[src/hdl/bps_pkg.sv]
// Shared types, register indexes and helpers for the battery power sequencer.
// No dependencies; used by battery_power_sequencer_unit.
package bps_pkg;

  localparam int unsigned CurWidth    = 16;
  localparam int unsigned CntWidth    = 8;
  localparam int unsigned ReportWidth = 12;
  localparam int unsigned InWidth     = 40;
  localparam int unsigned OutWidth    = 32;
  localparam int unsigned CfgAddrWidth = 3;
  localparam int unsigned CfgDataWidth = 16;

  // Configuration register indexes
  localparam logic [CfgAddrWidth-1:0] REG_CURRENT_LIMIT       = 3'd0;
  localparam logic [CfgAddrWidth-1:0] REG_VOLTAGE_HIGH_LIMIT  = 3'd1;
  localparam logic [CfgAddrWidth-1:0] REG_VOLTAGE_LOW_LIMIT   = 3'd2;
  localparam logic [CfgAddrWidth-1:0] REG_VOLTAGE_COUNT_LIMIT = 3'd3;
  localparam logic [CfgAddrWidth-1:0] REG_CURRENT_COUNT_LIMIT = 3'd4;
  localparam logic [CfgAddrWidth-1:0] REG_BUS_TIMEOUT_LIMIT   = 3'd5;
  localparam logic [CfgAddrWidth-1:0] REG_MOTOR_DELAY_LIMIT   = 3'd6;

  // Register reset values
  localparam logic [CurWidth-1:0] RST_CURRENT_LIMIT       = 16'd1000;
  localparam logic [CurWidth-1:0] RST_VOLTAGE_HIGH_LIMIT  = 16'd4102;
  localparam logic [CurWidth-1:0] RST_VOLTAGE_LOW_LIMIT   = 16'd2051;
  localparam logic [CntWidth-1:0] RST_VOLTAGE_COUNT_LIMIT = 8'd10;
  localparam logic [CntWidth-1:0] RST_CURRENT_COUNT_LIMIT = 8'd2;
  localparam logic [CntWidth-1:0] RST_BUS_TIMEOUT_LIMIT   = 8'd5;
  localparam logic [CntWidth-1:0] RST_MOTOR_DELAY_LIMIT   = 8'd10;

  typedef enum logic [1:0] {
    MODE_WAIT     = 2'd0,
    MODE_ACTIVE   = 2'd1,
    MODE_SHUTDOWN = 2'd2
  } mode_t;

  // Input item, last field in the lowest bits
  typedef struct packed {
    logic [3:0]          pad;
    logic                cmd_motor_on;
    logic                cmd_power_off;
    logic                command_fresh;
    logic                emergency_switch;
    logic [CurWidth-1:0] voltage_sample;
    logic [CurWidth-1:0] current_sample;
  } in_item_t;

  // Result item, last field in the lowest bits
  typedef struct packed {
    logic                   pad;
    logic [ReportWidth-1:0] voltage_report;
    logic [ReportWidth-1:0] current_report;
    logic                   motor_ready;
    logic                   emergency_report;
    logic                   battery_fault;
    logic                   compute_power_on;
    logic                   relay_on;
    mode_t                  mode;
  } out_item_t;

  // Saturating increment of an 8-bit count
  function automatic logic [CntWidth-1:0] sat_inc(input logic [CntWidth-1:0] c);
    logic [CntWidth-1:0] r;
    r = (c == {CntWidth{1'b1}}) ? c : c + 1'b1;
    return r;
  endfunction

endpackage

[src/hdl/battery_power_sequencer_unit.sv]
// Battery power sequencer: qualifiers, mode machine and relay/supply drive.
// Depends on bps_pkg for types, register indexes and the saturating count.
//
// Path: an input transfer is held in the input register, then moves to the
// result register once that is free or draining, and waits there for the sink.
// Throughput: one item per cycle while the sink is ready; a stalled sink holds
// both registers. Synchronous active-low reset clears the mode machine,
// counters, latches and loads register defaults.
module battery_power_sequencer_unit (
  input  logic                              clk,
  input  logic                              rst_n,
  // Input stream
  input  logic                              in_tvalid,
  output logic                              in_tready,
  // [15:0] current_sample, [31:16] voltage_sample, [32] emergency_switch,
  // [33] command_fresh, [34] cmd_power_off, [35] cmd_motor_on, [39:36] zero
  input  logic [bps_pkg::InWidth-1:0]       in_tdata,
  // Result stream
  output logic                              out_tvalid,
  input  logic                              out_tready,
  // [1:0] mode, [2] relay_on, [3] compute_power_on, [4] battery_fault,
  // [5] emergency_report, [6] motor_ready, [18:7] current_report,
  // [30:19] voltage_report, [31] zero
  output logic [bps_pkg::OutWidth-1:0]      out_tdata,
  // Configuration writes
  input  logic                              cfg_valid,
  output logic                              cfg_ready,
  input  logic [bps_pkg::CfgAddrWidth-1:0]  cfg_addr,
  input  logic [bps_pkg::CfgDataWidth-1:0]  cfg_data
);

  localparam int unsigned CW = bps_pkg::CurWidth;
  localparam int unsigned NW = bps_pkg::CntWidth;

  // Configuration registers
  logic [CW-1:0] cur_limit_r, volt_hi_r, volt_lo_r;
  logic [NW-1:0] volt_cnt_lim_r, cur_cnt_lim_r, bus_to_lim_r, motor_dly_lim_r;

  // Pipeline registers
  logic               in_valid_r;
  bps_pkg::in_item_t  in_r;
  logic               out_valid_r;
  bps_pkg::out_item_t out_r, out_nxt;
  logic               process;

  // Sequencer state
  bps_pkg::mode_t mode_r, mode_nxt;
  logic [NW-1:0]  volt_bad_r, volt_bad_nxt;
  logic [NW-1:0]  cur_bad_r, cur_bad_nxt;
  logic [NW-1:0]  missed_r, missed_nxt;
  logic [NW-1:0]  relay_cnt_r, relay_cnt_nxt;
  logic           fault_hold_r, fault_hold_nxt;
  logic           sd_prev_r, sd_prev_nxt;
  logic           rel_prev_r, rel_prev_nxt;

  logic fault, ready, relay, compute, hold_mid;

  // Config port never stalls; the user must write only while the block is idle (not enforced here).
  assign cfg_ready = 1'b1;

  always_ff @(posedge clk) begin
    if (!rst_n) begin
      cur_limit_r     <= bps_pkg::RST_CURRENT_LIMIT;
      volt_hi_r       <= bps_pkg::RST_VOLTAGE_HIGH_LIMIT;
      volt_lo_r       <= bps_pkg::RST_VOLTAGE_LOW_LIMIT;
      volt_cnt_lim_r  <= bps_pkg::RST_VOLTAGE_COUNT_LIMIT;
      cur_cnt_lim_r   <= bps_pkg::RST_CURRENT_COUNT_LIMIT;
      bus_to_lim_r    <= bps_pkg::RST_BUS_TIMEOUT_LIMIT;
      motor_dly_lim_r <= bps_pkg::RST_MOTOR_DELAY_LIMIT;
    end else if (cfg_valid && cfg_ready) begin
      case (cfg_addr)
        bps_pkg::REG_CURRENT_LIMIT:       cur_limit_r     <= cfg_data;
        bps_pkg::REG_VOLTAGE_HIGH_LIMIT:  volt_hi_r       <= cfg_data;
        bps_pkg::REG_VOLTAGE_LOW_LIMIT:   volt_lo_r       <= cfg_data;
        bps_pkg::REG_VOLTAGE_COUNT_LIMIT: volt_cnt_lim_r  <= cfg_data[NW-1:0];
        bps_pkg::REG_CURRENT_COUNT_LIMIT: cur_cnt_lim_r   <= cfg_data[NW-1:0];
        bps_pkg::REG_BUS_TIMEOUT_LIMIT:   bus_to_lim_r    <= cfg_data[NW-1:0];
        bps_pkg::REG_MOTOR_DELAY_LIMIT:   motor_dly_lim_r <= cfg_data[NW-1:0];
        default: ;
      endcase
    end
  end

  // Advance the held item whenever the result register is free or draining.
  assign process   = in_valid_r && (!out_valid_r || out_tready);
  assign in_tready = !in_valid_r || process;
  assign out_tvalid = out_valid_r;
  assign out_tdata  = out_r;

  always_ff @(posedge clk) begin
    if (!rst_n) begin
      in_valid_r <= 1'b0;
    end else if (in_tready) begin
      in_valid_r <= in_tvalid;
    end
  end

  always_ff @(posedge clk) begin
    if (in_tready && in_tvalid) begin
      in_r <= bps_pkg::in_item_t'(in_tdata);
    end
  end

  always_ff @(posedge clk) begin
    if (!rst_n) begin
      out_valid_r <= 1'b0;
    end else if (process) begin
      out_valid_r <= 1'b1;
    end else if (out_tready) begin
      out_valid_r <= 1'b0;
    end
  end

  always_ff @(posedge clk) begin
    if (process) begin
      out_r <= out_nxt;
    end
  end

  // Qualifiers: consecutive bad-tick counts, cleared on a good tick.
  always_comb begin
    volt_bad_nxt = (in_r.voltage_sample > volt_hi_r || in_r.voltage_sample < volt_lo_r)
                   ? bps_pkg::sat_inc(volt_bad_r) : '0;
    cur_bad_nxt  = (in_r.current_sample > cur_limit_r)
                   ? bps_pkg::sat_inc(cur_bad_r) : '0;
    fault = (volt_bad_nxt > volt_cnt_lim_r) || (cur_bad_nxt > cur_cnt_lim_r);
    ready = relay_cnt_r > motor_dly_lim_r;
  end

  // Next state of the mode machine and its counters.
  always_comb begin
    mode_nxt      = mode_r;
    missed_nxt    = missed_r;
    relay_cnt_nxt = relay_cnt_r;
    sd_prev_nxt   = sd_prev_r;
    hold_mid      = fault_hold_r;
    case (mode_r)
      bps_pkg::MODE_SHUTDOWN: begin
        // Leave shutdown on a release of the emergency switch
        mode_nxt    = (sd_prev_r && !in_r.emergency_switch)
                      ? bps_pkg::MODE_WAIT : bps_pkg::MODE_SHUTDOWN;
        sd_prev_nxt = in_r.emergency_switch;
      end
      bps_pkg::MODE_ACTIVE: begin
        hold_mid   = fault_hold_r | fault;
        missed_nxt = in_r.command_fresh ? '0 : bps_pkg::sat_inc(missed_r);
        if (in_r.cmd_power_off && !in_r.cmd_motor_on) begin
          mode_nxt = bps_pkg::MODE_SHUTDOWN;
        end else if (missed_nxt > bus_to_lim_r) begin
          mode_nxt = bps_pkg::MODE_WAIT;
        end else begin
          mode_nxt = bps_pkg::MODE_ACTIVE;
        end
        relay_cnt_nxt = relay ? bps_pkg::sat_inc(relay_cnt_r) : '0;
      end
      default: begin
        // Wait, and the unused code, which behaves as wait
        if (in_r.command_fresh) begin
          missed_nxt = '0;
          mode_nxt   = bps_pkg::MODE_ACTIVE;
        end else begin
          mode_nxt   = bps_pkg::MODE_WAIT;
        end
      end
    endcase
    // Fault hold release on a falling switch edge, tracked only while held
    fault_hold_nxt = hold_mid;
    rel_prev_nxt   = rel_prev_r;
    if (hold_mid) begin
      rel_prev_nxt = in_r.emergency_switch;
      if (rel_prev_r && !in_r.emergency_switch) begin
        fault_hold_nxt = 1'b0;
      end
    end
  end

  // Relay and compute drive per mode.
  always_comb begin
    relay   = 1'b0;
    compute = 1'b1;
    case (mode_r)
      bps_pkg::MODE_SHUTDOWN: begin
        compute = 1'b0;
      end
      bps_pkg::MODE_ACTIVE: begin
        relay = !fault && !in_r.emergency_switch && in_r.cmd_motor_on && !fault_hold_r;
      end
      default: ;
    endcase
  end

  always_comb begin
    out_nxt                  = '0;
    out_nxt.mode             = mode_nxt;
    out_nxt.relay_on         = relay;
    out_nxt.compute_power_on = compute;
    out_nxt.battery_fault    = fault;
    out_nxt.emergency_report = in_r.emergency_switch;
    out_nxt.motor_ready      = ready;
    out_nxt.current_report   = in_r.current_sample[CW-1:4];
    out_nxt.voltage_report   = in_r.voltage_sample[CW-1:4];
  end

  // Commit state once per processed tick.
  always_ff @(posedge clk) begin
    if (!rst_n) begin
      mode_r       <= bps_pkg::MODE_WAIT;
      volt_bad_r   <= '0;
      cur_bad_r    <= '0;
      missed_r     <= '0;
      relay_cnt_r  <= '0;
      fault_hold_r <= 1'b0;
      sd_prev_r    <= 1'b0;
      rel_prev_r   <= 1'b0;
    end else if (process) begin
      mode_r       <= mode_nxt;
      volt_bad_r   <= volt_bad_nxt;
      cur_bad_r    <= cur_bad_nxt;
      missed_r     <= missed_nxt;
      relay_cnt_r  <= relay_cnt_nxt;
      fault_hold_r <= fault_hold_nxt;
      sd_prev_r    <= sd_prev_nxt;
      rel_prev_r   <= rel_prev_nxt;
    end
  end

`ifndef SYNTHESIS
  // Shutdown ticks always drop both the relay and the compute supply.
  a_shutdown_off: assert property (@(posedge clk) disable iff (!rst_n)
    process && mode_r == bps_pkg::MODE_SHUTDOWN
    |=> !out_r.relay_on && !out_r.compute_power_on)
    else $error("relay or compute on during shutdown");

  // A held battery fault keeps the relay open.
  a_hold_blocks_relay: assert property (@(posedge clk) disable iff (!rst_n)
    process && fault_hold_r |=> !out_r.relay_on)
    else $error("relay closed while fault is held");

  // With both stages full and the sink stalled, no new transfer is taken.
  a_full_stall: assert property (@(posedge clk) disable iff (!rst_n)
    in_valid_r && out_valid_r && !out_tready |-> !in_tready)
    else $error("input taken while pipeline is full and stalled");
`endif

endmodule

[config.mk]
export PLATFORM = sky130hd
export DESIGN_NAME = battery_power_sequencer_unit
export DESIGN_NICKNAME = d
export VERILOG_FILES = /design/src/hdl/bps_pkg.sv /design/src/hdl/battery_power_sequencer_unit.sv
export SDC_FILE = /design/constraint.sdc
export NUM_CORES = 1
export LEC_CHECK = 0
export ABC_AREA = 1
export BUFFER_PORTS_ARGS = -buffer_cell sky130_fd_sc_hd__buf_2
export CORE_UTILIZATION = 30
export CTS_CLUSTER_SIZE = 40
export DETAILED_ROUTE_END_ITERATION = 12
export PLACE_DENSITY = 0.5
export SLEW_MARGIN = 5
export SYNTH_ARGS = -nofsm -noshare
export SYNTH_HDL_FRONTEND = slang
export SYNTH_SLANG_ARGS = --single-unit
[constraint.sdc]
create_clock -name clk -period 4 [get_ports clk]
set_input_delay 0.8 -clock clk [delete_from_list [all_inputs] [get_ports clk]]
set_output_delay 0.8 -clock clk [all_outputs]
set_load 0.05 [all_outputs]
# After elaboration in Yosys (flattened, before gate mapping)
# Cells that the tools add are included.
# totals
register_bits	186
in_bits	64
out_inout_bits	35
# op_classes
n_addsub	4
order_cmp	7
n_eq_ne	13
mux	22
bitwise_logic	2
reduce_logical	32
# op_table
cell	count
$mux 8	9
$add 8x1->8 const B	4
$eq 8x8->1 const B	4
$gt 16x16->1	2
$gt 8x8->1	4
$reduce_and 2->1	9
$lt 16x16->1	1
$pmux 8 s2	1
$eq 3x3->1 const B	3
$mux 1	9
$logic_and 1x1->1	8
$eq 3x2->1 const B	2
$logic_not 1->1	6
$reduce_and 3->1	2
$logic_or 1x1->1	4
$mux 2	2
$pmux 2 s2	1
$reduce_bool 2->1	2
$eq 3x1->1 const B	1
$logic_not 3->1	1
$eq 2x1->1 const B	1
$eq 2x2->1 const B	1
$ne 2x2->1 const B	1
$not 1->1	1
$or 1x1->1	1

# Logic depth before layout (Yosys ltp)
# Gate-level depths: netlist (run 1).
# depth
depth_word	12
ltp_mapped	27

# Least setup slack after synthesis (run 1)
# No wires, ideal clock.
# synth_timing
path_type	reg-to-reg
startpoint	register in_r[15] (netlist bit)
endpoint	register relay_cnt_r[5]
arrival_time_ns	2.697
setup_slack_ns	1.188
stages_incl_launch_ff	16
path_buffers	1
period_less_slack_ns	2.812
path_cell_list	edfxtp_1 > ha_1 > nand2_1 > nor4_1 > nand2_1 > nand3_1 > inv_1 > ha_1 > a21o_1 > nor2_1 > nand2_1 > nand2_1 > nand4_2 > buf_6 > a21oi_1 > nor2_1
# synth_via
elab_chain_len	11
# synth_lines
element	line	source
start: declaration	battery_power_sequencer_unit.sv:41	bps_pkg::in_item_t in_r;
start signal: assignment	battery_power_sequencer_unit.sv:100	in_r <= bps_pkg::in_item_t'(in_tdata);
$gt 16x16->1 *	battery_power_sequencer_unit.sv:124	cur_bad_nxt = (in_r.current_sample > cur_limit_r)
$mux 8 *	battery_power_sequencer_unit.sv:125	? bps_pkg::sat_inc(cur_bad_r) : '0;
named net cur_bad_nxt[7]	battery_power_sequencer_unit.sv:49	logic [NW-1:0] cur_bad_r, cur_bad_nxt;
$gt 8x8->1 *	battery_power_sequencer_unit.sv:126	fault = (volt_bad_nxt > volt_cnt_lim_r) || (cur_bad_nxt > cur_cnt_lim_r);
$logic_or 1x1->1 *	battery_power_sequencer_unit.sv:126	
$logic_not 1->1 *	battery_power_sequencer_unit.sv:186	relay = !fault && !in_r.emergency_switch && in_r.cmd_motor_on && !fault_hold_r;
$logic_and 1x1->1 * (3 in a row)	battery_power_sequencer_unit.sv:186	
$mux 1 *	battery_power_sequencer_unit.sv:181	case (mode_r)
$ne 2x2->1 (no line)	-	
$reduce_and 3->1 (no line)	-	
end signal: assignment	battery_power_sequencer_unit.sv:220	relay_cnt_r <= relay_cnt_nxt;
end: declaration	battery_power_sequencer_unit.sv:51	logic [NW-1:0] relay_cnt_r, relay_cnt_nxt;
# The timed path passes the listed nets; every way through them passes the cells marked *.
# A chain may end at the register's enable or synchronous reset.

# Worst setup path in the final report (run 1)
# layout_timing
startpoint	register in_r[15] (netlist bit)
endpoint	register relay_cnt_r[1]
# The elaborated chain is that of the path after synthesis.

==> impl_metrics.py, run 1 <==
metrics = {
    "floorplanning": {
        "core_mm2": 0.0297,
        "start_util_pct": 30.5,
        "die_h_um": 176,
        "ios": 99,
        "die_w_um": 176,
        "die-area_mm2": 0.0309,
        "num_rows": 63,
    },
    "yosys": {
        "syn-num-nets": 1196,
        "syn_area_per_cell_um2": 8.67,
        "synth_top_flop_cell": "dfxtp_1",
        "ys_warn_count": 0,
        "netlist_instances": 1047,
        "synth_edf_count": 67,
        "ys_seq_elements": 186,
        "netlist.area_leader.share_pct": 26.3,
        "synth.most_common_cell": "nand2_1",
        "synth_top_cell_by_area": "dfxtp_1",
        "ys_top_cells_by_count": "nand2_1 (163), inv_1 (150), a21oi_1 (131), dfxtp_1 (119)",
        "synth_area_mm2": 0.00907,
        "synthArstFlopShare_pct": 0,
        "ys_types": 42,
        "synth-seq-area-share_pct": 48.4,
        "synthTopCellsByArea": "dfxtp_1 (26%), edfxtp_1 (22%), ha_1 (12%)",
    },
    "flow_run": {
        "cap_violations": 0,
    },
    "worst_setup_path": {
        "critPathMaxFanout": 8,
        "slowest_stage": "nor4_1",
        "critPathCaptureType": "flip-flop",
        "reg2reg_depth": 16,
        "cp.depth": 16,
        "cp_num_buf_inv": 2,
        "r2r-start": "in_r[15]",
        "startpoint_type": "flip-flop",
        "required_ns": 4.38,
        "r2r-end": "relay_cnt_r[1]",
        "cpPeakStageDelay_ns": 0.50,
        "arrival_ns": 3.80,
        "criticalPathCategory": "flip-flop to flip-flop",
        "r2r_setup_slack_ns": 0.58,
        "crit_chain": "ha_1 -> nand2_1 -> nor4_1 -> nand2_1 -> nand3_1 -> inv_1 -> ha_1 -> a21o_1 -> nor2_1 -> nand2_1 -> nand2_1 -> buf_4 -> nand3_1 -> nor2_1 -> nor2_1 -> nor2_1",
        "path_delay_family": "simple AND/OR/NAND/NOR gates",
        "crit_path_start": "in_r[15]",
    },
    "placement": {
        "place_hpwl_um": 14700,
        "io_buffers": 92,
        "pre_cts_ws_ns": 0.557,
        "gp_congestion": 0.799,
    },
    "final_layout": {
        "multi_input_area_mm2": 0.00391,
        "regArea_mm2": 0.00439,
        "num-nets-final": 1286,
        "num_antenna_cells": 0,
        "syn2layout_area_growth_pct": 16.0,
        "num-fill-cells": 3087,
        "drive_above_1_share_pct": 14.9,
    },
    "route": {
        "ant_nets": 0,
        "top_layer": "met5",
        "vias": 6983,
        "drt_iter0_markers": 319,
        "drc_errors": 0,
        "route.met2.wl_um": 8970,
        "wl_met3_um": 840,
        "wl_per_cell_um": 13.2,
        "first_pass_iters": 5,
        "wl_met1_um": 10300,
        "routed_wl_um": 20400,
        "via_per_inst": 4.53,
    },
    "power_and_ir_drop": {
        "power.leakage_uw": 0.00457,
        "power.density_mw_per_mm2": 406,
        "ir_worst_vdd_mv": 0.303,
    },
    "sta": {
        "fin_tns_setup_ns": 0,
        "fmax_mhz": 292,
        "finalCritPeriodShare_pct": 85.6,
        "worst_clock_skew_ns": 0.0210,
        "period_needed_ns": 3.42,
        "setup_viol": 0,
        "rsz0062_at_grt": "no",
        "relSlewSlack_pct": 32.6,
        "timing.final.ws_setup_ns": 0.577,
        "worstMarginPinSlew_ns": 1.00,
        "hold_violations": 0,
        "slew_violations": 0,
    },
    "clocking": {
        "cts-resized-gates": 0,
        "cts_root_buf": "clkbuf_16",
        "post_cts_buffers": 0,
        "postCtsHoldBufs": 0,
        "numClockSinks": 186,
        "insertion_delay_ns": 0.45,
        "cts_max_level": 4,
        "clk_pin_slew_ns": 0.07,
        "cts_buffer_depth": 2,
        "cts_tree": "done",
        "cts_buffers": 17,
    },
    "hold_path": {
        "hold_start": "sd_prev_r",
        "hold_path.class": "flip-flop to flip-flop",
        "min_path_cells": 2,
        "min_to": "sd_prev_r",
    },
    "outcome": {
        "outcome": "finished, final reports clean",
    },
    "global_route": {
        "grt_max_degree": 47,
        "grt_pass1_wl_um": 33200,
        "antenna_found_initial": 3,
        "grt_overflow_total": 0,
        "grtUsageTotal_pct": 13.8,
        "grt_pass1_vias": 6405,
    },
}
==> power by group <==
part           switching [uW]  leakage (uW)  internal (uW)
logic                     338       0.00267            164
clock network             812      0.000287            862
registers                43.9       0.00161           2050
==> stage by stage <==
step                      instance area, um2  hold slack, ns  power, uW  util (%)  instances
final                                  10500           0.452       4270      35.4       1540
after global routing                   10500           0.476       4480      35.4       1540
after CTS                              10500           0.454       4330      35.4       1540
after detailed placement                9950           0.446       2650      33.5       1508
after global placement                  9950           0.437       2630      33.5       1508
after floorplan                         9070           0.425       2480         -       1047
==> cell type report <==
cell class              count  area share [%]
inverters                 170            6.06
flip-flops and latches    186            41.7
well taps                 390            4.63
multi-input cells         662            37.2
clock buffers              19            4.31
clock inverters            13            1.16
repair buffers            100            4.94
==> layout by cell type (no fill, tap or decap), drive strengths merged, types with 19 or more instances in the layout <==
cell,synthesis,final
inv,168,177
nand2,167,167
a21oi,135,135
dfxtp,119,119
o21ai,106,106
buf,7,100
ha,85,85
edfxtp,67,67
nor2,61,61
nand3,36,36
clkbuf,22,19
==> worst reg2reg max path: stages (launching register included) <==
cell	delay [ns]
edfxtp_1	0.40
ha_1	0.31
nand2_1	0.08
nor4_1	0.50
nand2_1	0.35
nand3_1	0.20
inv_1	0.06
ha_1	0.29
a21o_1	0.19
nor2_1	0.13
nand2_1	0.07
nand2_1	0.16
buf_4	0.20
nand3_1	0.14
nor2_1	0.13
nor2_1	0.06
nor2_1	0.09
==> cell families (layout without fill, tap and decap cells) <==
family | count (synthesis) | in the layout | share of synthesized area, %
mux | 1 | 1 | 0.124
flops | 186 | 186 | 48.4
xor+xnor | 12 | 12 | 1.16
buf+inv | 199 | 302 | 8.47
fa+ha+maj | 85 | 85 | 11.7
other cells | 2 | 2 | 0.0828
simple gates | 295 | 295 | 14.4
compound gates | 267 | 267 | 15.6
==> state kept, by name, summed over array words and instances, names as in the netlist, 16 cells and up <==
signal and cells:
in_r 36, out_tdata 31, volt_hi_r 16, cur_limit_r 16, volt_lo_r 16
==> worst max path at each step <==
stage | endpoint
after global routing | fault_hold_r
final | relay_cnt_r[1]
after detailed placement | rel_prev_r
after floorplan | relay_cnt_r[5]
after global placement | relay_cnt_r[1]
after CTS | rel_prev_r
==> metal layers <==
layer	GRT usage [%]	up-vias
li1	-	3689
met3	2.99	18
met5	0	-
met4	3.95	4
met1	19.2	3158
met2	21.2	114
Note: power is estimated with default switching activity, not from simulation.
==> inputs of run 2 (changes only) <==
--- a/config.mk
+++ b/config.mk
@@ -5,10 +5,8 @@
 export SDC_FILE = /design/constraint.sdc
 export NUM_CORES = 1
 export LEC_CHECK = 0
-export ABC_AREA = 1
 export BUFFER_PORTS_ARGS = -buffer_cell sky130_fd_sc_hd__buf_2
 export CORE_UTILIZATION = 30
-export CTS_CLUSTER_SIZE = 40
 export DETAILED_ROUTE_END_ITERATION = 12
 export PLACE_DENSITY = 0.5
 export SLEW_MARGIN = 5
==> run 2 against run 1 <==
  * Synthesized cell count shrank 4.2%
  * Fmax shrank 7.6%
  * Worst setup slack worse by 0.28 ns
  * Non-clock buffer count increased by 15
  * Core utilization increased by 0.55 points
  * Highest routed layer is now met4
  * Hold slack better by 0.0031 ns
  * Sequential power shrank 2%
  * Critical path type unchanged
  * Total power down 3.5%
  * Register-to-register slack got worse by 0.28 ns
  * Clock-buffer cell count down 1
==> impl_metrics.py, run 2 <==
metrics = {
    "outcome": {
        "outcome": "finished, final reports clean",
    },
    "power_and_ir_drop": {
        "ir_worst_vdd_mv": 0.227,
        "share_comb_of_total_power_pct": 9.5,
        "seqPwrFrac_pct": 49.9,
        "internal_power_uw": 2990,
        "pwr-share-clk_pct": 40.6,
        "p_switching_uw": 1130,
        "power.total_uw": 4120,
        "power.density_mw_per_mm2": 384,
        "power.leakage_uw": 0.00412,
        "switching_share_pct": 27.5,
    },
    "yosys": {
        "synth_top_cell_by_area": "dfxtp_1",
        "netlist_instances": 1003,
        "synth_edf_count": 67,
        "syn-num-nets": 1152,
        "netlist.area_leader.share_pct": 26.1,
        "synthSimpleGateAreaFrac_pct": 19.0,
        "synth-xor-area-share_pct": 0.959,
        "ys_types": 61,
        "synth_top_flop_cell": "dfxtp_1",
        "synthArstFlopShare_pct": 0,
        "synth.most_common_cell": "nand2_1",
        "synth_area_mm2": 0.00914,
        "ys_seq_elements": 186,
        "synthTopCellsByArea": "dfxtp_1 (26%), edfxtp_1 (22%), ha_1 (12%)",
        "synthMuxAreaShare_pct": 0.438,
        "ys_warn_count": 0,
        "synth-seq-area-share_pct": 48.1,
        "synthAdderAreaFrac_pct": 11.6,
        "syn_area_per_cell_um2": 9.11,
        "synth-compound-area-share_pct": 14.3,
        "synth_top_family_by_area": "simple AND/OR/NAND/NOR gates",
        "ys_top_cells_by_count": "nand2_1 (199), dfxtp_1 (119), a21oi_1 (109), ha_1 (85), inv_1 (84)",
    },
    "global_route": {
        "antenna_found_initial": 0,
        "grt_pass1_vias": 6875,
        "grtUsageTotal_pct": 14.8,
        "grt_overflow_total": 0,
        "grt_max_degree": 58,
        "grt_pass1_wl_um": 36200,
    },
    "clocking": {
        "cts_buffer_depth": 2,
        "postCtsHoldBufs": 0,
        "numClockSinks": 186,
        "cts_root_buf": "clkbuf_16",
        "insertion_delay_ns": 0.44,
        "clk_pin_slew_ns": 0.08,
        "cts_tree": "done",
        "cts_buffers": 17,
        "cts_max_level": 4,
    },
    "floorplanning": {
        "core_mm2": 0.0298,
        "die_h_um": 177,
        "ios": 99,
        "die-area_mm2": 0.0312,
        "num_rows": 63,
        "start_util_pct": 30.7,
        "die_w_um": 177,
    },
    "final_layout": {
        "regMostFlops": "in_r",
        "num_antenna_cells": 0,
        "drive_above_1_share_pct": 15.0,
        "syn2layout_area_growth_pct": 17.4,
        "num-nets-final": 1253,
        "final_cell_mix": "nand2_1 (199), dfxtp_1 (119), a21oi_1 (109)",
        "layout_commonest_cell": "nand2_1",
        "largest_reg_flops": 36,
    },
    "sta": {
        "holdWs_ns": 0.455,
        "hold_violations": 0,
        "period_needed_ns": 3.71,
        "slew_violations": 0,
        "fin_tns_setup_ns": 0,
        "finalCritPeriodShare_pct": 92.6,
        "relSlewSlack_pct": 36.3,
        "timing.final.ws_setup_ns": 0.294,
        "rsz0062_at_grt": "no",
        "worstMarginPinSlew_ns": 0.956,
        "setup_viol": 0,
        "worst_clock_skew_ns": 0.0146,
        "fmax_mhz": 270,
    },
    "worst_setup_path": {
        "criticalPathCategory": "flip-flop to flip-flop",
        "r2r-end": "relay_cnt_r[1]",
        "startpoint_type": "flip-flop",
        "cpPeakStageDelay_ns": 0.40,
        "r2r_setup_slack_ns": 0.29,
        "critPathMaxFanout": 8,
        "arrival_ns": 4.08,
        "crit_chain": "ha_1 -> a21o_1 -> a211oi_1 -> o21ai_0 -> a211o_2 -> nand2_1 -> a21oi_1 -> ha_1 -> nor2b_1 -> o211ai_1 -> a21oi_1 -> o21ai_0 -> buf_4 -> and4_4 -> buf_4 -> nand4_1 -> mux2i_1",
        "slowest_stage": "a211o_2",
        "r2r-start": "in_r[11]",
        "reg2reg_depth": 17,
        "cp_num_buf_inv": 2,
        "critPathCaptureType": "flip-flop",
        "path_delay_family": "compound AO/OA/AOI/OAI gates",
        "cp.depth": 17,
        "required_ns": 4.37,
    },
    "route": {
        "via_per_inst": 4.79,
        "drc_errors": 0,
        "ant_nets": 0,
        "wl_per_cell_um": 14.8,
        "first_pass_iters": 5,
        "vias": 7225,
        "drt_iter0_markers": 329,
        "routed_wl_um": 22300,
    },
    "placement": {
        "io_buffers": 92,
        "place_hpwl_um": 16000,
        "pre_cts_ws_ns": -0.0434,
        "gp_congestion": 0.777,
    },
    "hold_path": {
        "hold_start": "volt_cnt_lim_r[5]",
        "min_to": "volt_cnt_lim_r[5]",
        "hold_path.class": "flip-flop to flip-flop",
        "min_path_cells": 2,
    },
    "flow_run": {
        "cap_violations": 0,
    },
}
run 2: cell types whose count changed after synthesis, sizes merged, moves of 10 or more:
cell / before / now
inv: 168 / 84
o21ai: 106 / 28
nand2: 167 / 199
a21oi: 135 / 110
and3: 0 / 14
nor2b: 0 / 14
o211ai: 17 / 29
nor2: 61 / 51
run 2: power groups by stage:
stage	clock, uW	sequential, uW	combinational [uW]
2_1_floorplan	0	2140	200
3_3_place_gp	0	2100	384
3_5_place_dp	0	2100	389
4_1_cts	1720	2060	393
5_1_grt	1790	2060	438
6_report	1670	2050	393
run 2: area by class of cell:
class	instances	area, um2
clock buffer	18	429
clock inverter	14	154
fill	3100	19100
inverter	85	319
multi-input combinational	699	4290
sequential	186	4390
tap	390	488
timing repair buffer	115	646
run 2: worst register-to-register path, stage by stage, from the launching register on:
cell,delay [ns]
edfxtp_1,0.39
ha_1,0.32
a21o_1,0.19
a211oi_1,0.27
o21ai_0,0.14
a211o_2,0.40
nand2_1,0.16
a21oi_1,0.08
ha_1,0.29
nor2b_1,0.13
o211ai_1,0.16
a21oi_1,0.08
o21ai_0,0.19
buf_4,0.17
and4_4,0.27
buf_4,0.14
nand4_1,0.10
mux2i_1,0.15
run 2: per-layer routing:
metal  global-route usage (%)  part of all wire [%]  up-vias
met3                     2.28                   2.7       19
met4                     3.88                   1.2        0
met1                     19.6                    48     3387
li1                         -                     -     3721
met2                     25.0                    48       98
met5                        0                     0        -
run 2: repair_timing:
| action | in CTS | in global routing |
|---|---|---|
| setup endpoints to repair | 7 | 10 |
| pin swaps | 0 | 4 |
| resized for setup | 2 | 9 |
| buffers inserted | 0 | 1 |
| gates cloned | 0 | 1 |
| hold endpoints to repair | 0 | 0 |
run 2: logic make-up after synthesis:
| logic type | after synthesis |
|---|---|
| DFF | 186 |
| muxes | 4 |
| buffers and inverters | 119 |
| AOI/OAI and AO/OA | 215 |
| xor gates and xnor gates | 10 |
| other | 2 |
| and+or+nand+nor | 382 |
| adders and majority gates | 85 |
run 2: worst max-delay path by stage:
stage / startpoint / endpoint
final: in_r[11] / relay_cnt_r[1]
after global routing: in_r[11] / relay_cnt_r[5]
after CTS: in_r[27] / relay_cnt_r[1]
after detailed placement: in_r[25] / relay_cnt_r[4]
after global placement: in_r[27] / relay_cnt_r[5]
after floorplan: in_r[11] / relay_cnt_r[2]
run 2: stage by stage:
stage	cells	util (%)	area, um2
after detailed placement	1473	33.8	10100
after global placement	1473	33.8	10100
after floorplan	1003	-	9140
final	1507	36.0	10700
after global routing	1507	36.0	10700
after CTS	1505	35.8	10700
==> inputs of run 3 (changes only) <==
--- a/config.mk
+++ b/config.mk
@@ -8,7 +8,7 @@
 export BUFFER_PORTS_ARGS = -buffer_cell sky130_fd_sc_hd__buf_2
 export CORE_UTILIZATION = 30
 export DETAILED_ROUTE_END_ITERATION = 12
-export PLACE_DENSITY = 0.5
+export PLACE_DENSITY_LB_ADDON = 0.25
 export SLEW_MARGIN = 5
 export SYNTH_ARGS = -nofsm -noshare
 export SYNTH_HDL_FRONTEND = slang
==> constraint.sdc (replaced) <==
create_clock -name clk -period 3.2 [get_ports clk]
set_input_delay 0.64 -clock clk [delete_from_list [all_inputs] [get_ports clk]]
set_output_delay 0.64 -clock clk [all_outputs]
set_load 0.05 [all_outputs]
==> run 3 against run 2 <==
  * The flow now finishes with violations (negative setup slack)
  * Worst setup slack lost 0.70 ns
  * Die area is the same
  * Combinational power grew 39%
  * Clock power grew 29%
==> impl_metrics.py, run 3 (synthesis results as in run 2) <==
metrics = {
    "final_layout": {
        "instances_no_fill": 1560,
        "final_cell_area_mm2": 0.0113,
        "post-route-util_pct": 38.0,
        "drive_above_1_share_pct": 20.5,
        "final_cell_mix": "nand2_1 (197), dfxtp_1 (119), a21oi_1 (105)",
        "regMostFlops": "in_r",
        "num_antenna_cells": 0,
        "layout_commonest_cell": "nand2_1",
        "syn2layout_area_growth_pct": 23.8,
        "num-nets-final": 1306,
        "num-fill-cells": 3099,
        "largest_reg_flops": 36,
    },
    "clocking": {
        "insertion_delay_ns": 0.43,
        "numClockSinks": 186,
        "cts_buffer_depth": 2,
        "cts_max_level": 4,
        "cts_root_buf": "clkbuf_16",
        "clk_pin_slew_ns": 0.08,
        "cts_buffers": 17,
        "cts_tree": "done",
        "postCtsHoldBufs": 0,
    },
    "sta": {
        "timing.final.ws_setup_ns": -0.402,
        "fmax_mhz": 278,
        "finalCritPeriodShare_pct": 113,
        "setup_viol": 12,
        "worst_clock_skew_ns": 0.0173,
        "slew_violations": 0,
        "hold_violations": 0,
        "relSlewSlack_pct": 39.8,
        "rsz0062_at_grt": "yes",
        "worstMarginPinSlew_ns": 0.896,
        "period_needed_ns": 3.60,
    },
    "power_and_ir_drop": {
        "power.density_mw_per_mm2": 466,
        "ir_worst_vdd_mv": 0.271,
        "power.total_uw": 5270,
        "power.leakage_uw": 0.00441,
    },
    "hold_path": {
        "hold_path.class": "input pin to flip-flop",
        "min_to": "in_r[13]",
        "min_path_cells": 1,
        "hold_start": "in_tdata[13]",
    },
    "floorplanning": {
        "start_util_pct": 30.7,
        "die_h_um": 177,
        "ios": 99,
        "num_rows": 63,
        "die-area_mm2": 0.0312,
        "core_mm2": 0.0298,
        "die_w_um": 177,
    },
    "worst_setup_path": {
        "criticalPathCategory": "flip-flop to flip-flop",
        "r2r_setup_slack_ns": -0.40,
        "critPathCaptureType": "flip-flop",
        "r2r-end": "relay_cnt_r[1]",
        "reg2reg_depth": 16,
        "critPathMaxFanout": 7,
        "r2r-start": "in_r[28]",
        "startpoint_type": "flip-flop",
        "required_ns": 3.56,
        "arrival_ns": 3.96,
    },
    "route": {
        "via_per_inst": 4.74,
        "drt_iter0_markers": 318,
        "drc_errors": 0,
        "wl_per_cell_um": 14.7,
        "vias": 7391,
        "first_pass_iters": 4,
        "routed_wl_um": 22900,
        "ant_nets": 0,
    },
    "global_route": {
        "antenna_found_initial": 0,
        "grt_overflow_total": 0,
        "grt_max_degree": 51,
        "grt_pass1_wl_um": 36900,
        "grtUsageTotal_pct": 15.1,
        "grt_pass1_vias": 7185,
    },
    "flow_run": {
        "cap_violations": 0,
    },
    "placement": {
        "io_buffers": 92,
        "placed_area_mm2": 0.0105,
        "gp_congestion": 0.830,
        "dpl.cell_count": 1523,
        "place_hpwl_um": 16500,
    },
    "outcome": {
        "outcome": "complete, but fails checks",
        "violations": "negative setup slack",
    },
}
-- run 3: cell types whose count changed in the layout (fill, tap and decap cells not counted), sizes merged --
cell / previous run / this run
buf: 115 / 169
clkinv: 5 / 4
nor2: 52 / 51
inv: 92 / 90
bufinv: 0 / 2
clkinvlp: 2 / 3
-- run 3: metrics by stage --
step           hold slack [ns]  setup slack [ns]  setup TNS (ns)
6_report                 0.378            -0.402           -3.68
5_1_grt                  0.352            -0.557           -5.63
3_3_place_gp             0.443            -0.472           -4.79
3_5_place_dp             0.448            -0.534           -5.27
2_1_floorplan            0.431           -0.0891          -0.541
4_1_cts                  0.359            -0.345           -3.15
-- run 3: worst max-delay path, stage by stage, from the launching register on --
cell and delay [ns]:
edfxtp_1 0.40, ha_1 0.29, nand4_1 0.20, nor2_1 0.08, a221o_1 0.32, o31a_1 0.35, nor2_4 0.20, nor2_1 0.07
ha_1 0.29, nor2b_1 0.13, o211ai_1 0.17, a21oi_1 0.10, o22ai_2 0.21, and4_4 0.33, buf_4 0.13, nand4_1 0.09
mux2i_1 0.15
-- run 3: final cells by class --
| cell class | instances | area (um2) | area share (%) |
|---|---|---|---|
| Multi-Input combinational cell | 698 | 4450 | 39.3 |
| Sequential cell | 186 | 4390 | 38.9 |
| Timing Repair Buffer | 169 | 1070 | 9.43 |
| Tap cell | 390 | 488 | 4.31 |
| Clock buffer | 18 | 429 | 3.79 |
| Inverter | 85 | 319 | 2.82 |
| Clock inverter | 14 | 165 | 1.46 |
-- run 3: what timing repair did --
action	in CTS	in global routing
pin swaps	14	14
gates cloned	1	0
setup buffers	3	2
gates resized for setup	21	15
setup endpoints to repair	12	12
-- run 3: worst max-delay path by stage --
| stage | from | end | cells after the start |
|---|---|---|---|
| final | in_r[28] | relay_cnt_r[1] | 16 |
| after global placement | in_r[23] | relay_cnt_r[1] | 16 |
| after floorplan | in_r[23] | out_tdata[2] | 15 |
| after CTS | in_r[28] | relay_cnt_r[1] | 16 |
| after global routing | in_r[25] | relay_cnt_r[1] | 16 |
| after detailed placement | in_r[23] | relay_cnt_r[1] | 16 |
-- run 3: layer usage --
metal | wire (um) | global-route usage, % | vias to the layer above
met5 | 0 | 0 | -
met4 | 152 | 3.56 | 0
met3 | 632 | 2.43 | 8
met2 | 10800 | 25.3 | 88
met1 | 11300 | 20.3 | 3474
li1 | - | - | 3821
-- run 3: where the power goes --
group	switching (uW)	total [uW]	internal (uW)
combinational	347	548	201
sequential	41.2	2570	2530
clock	978	2150	1180
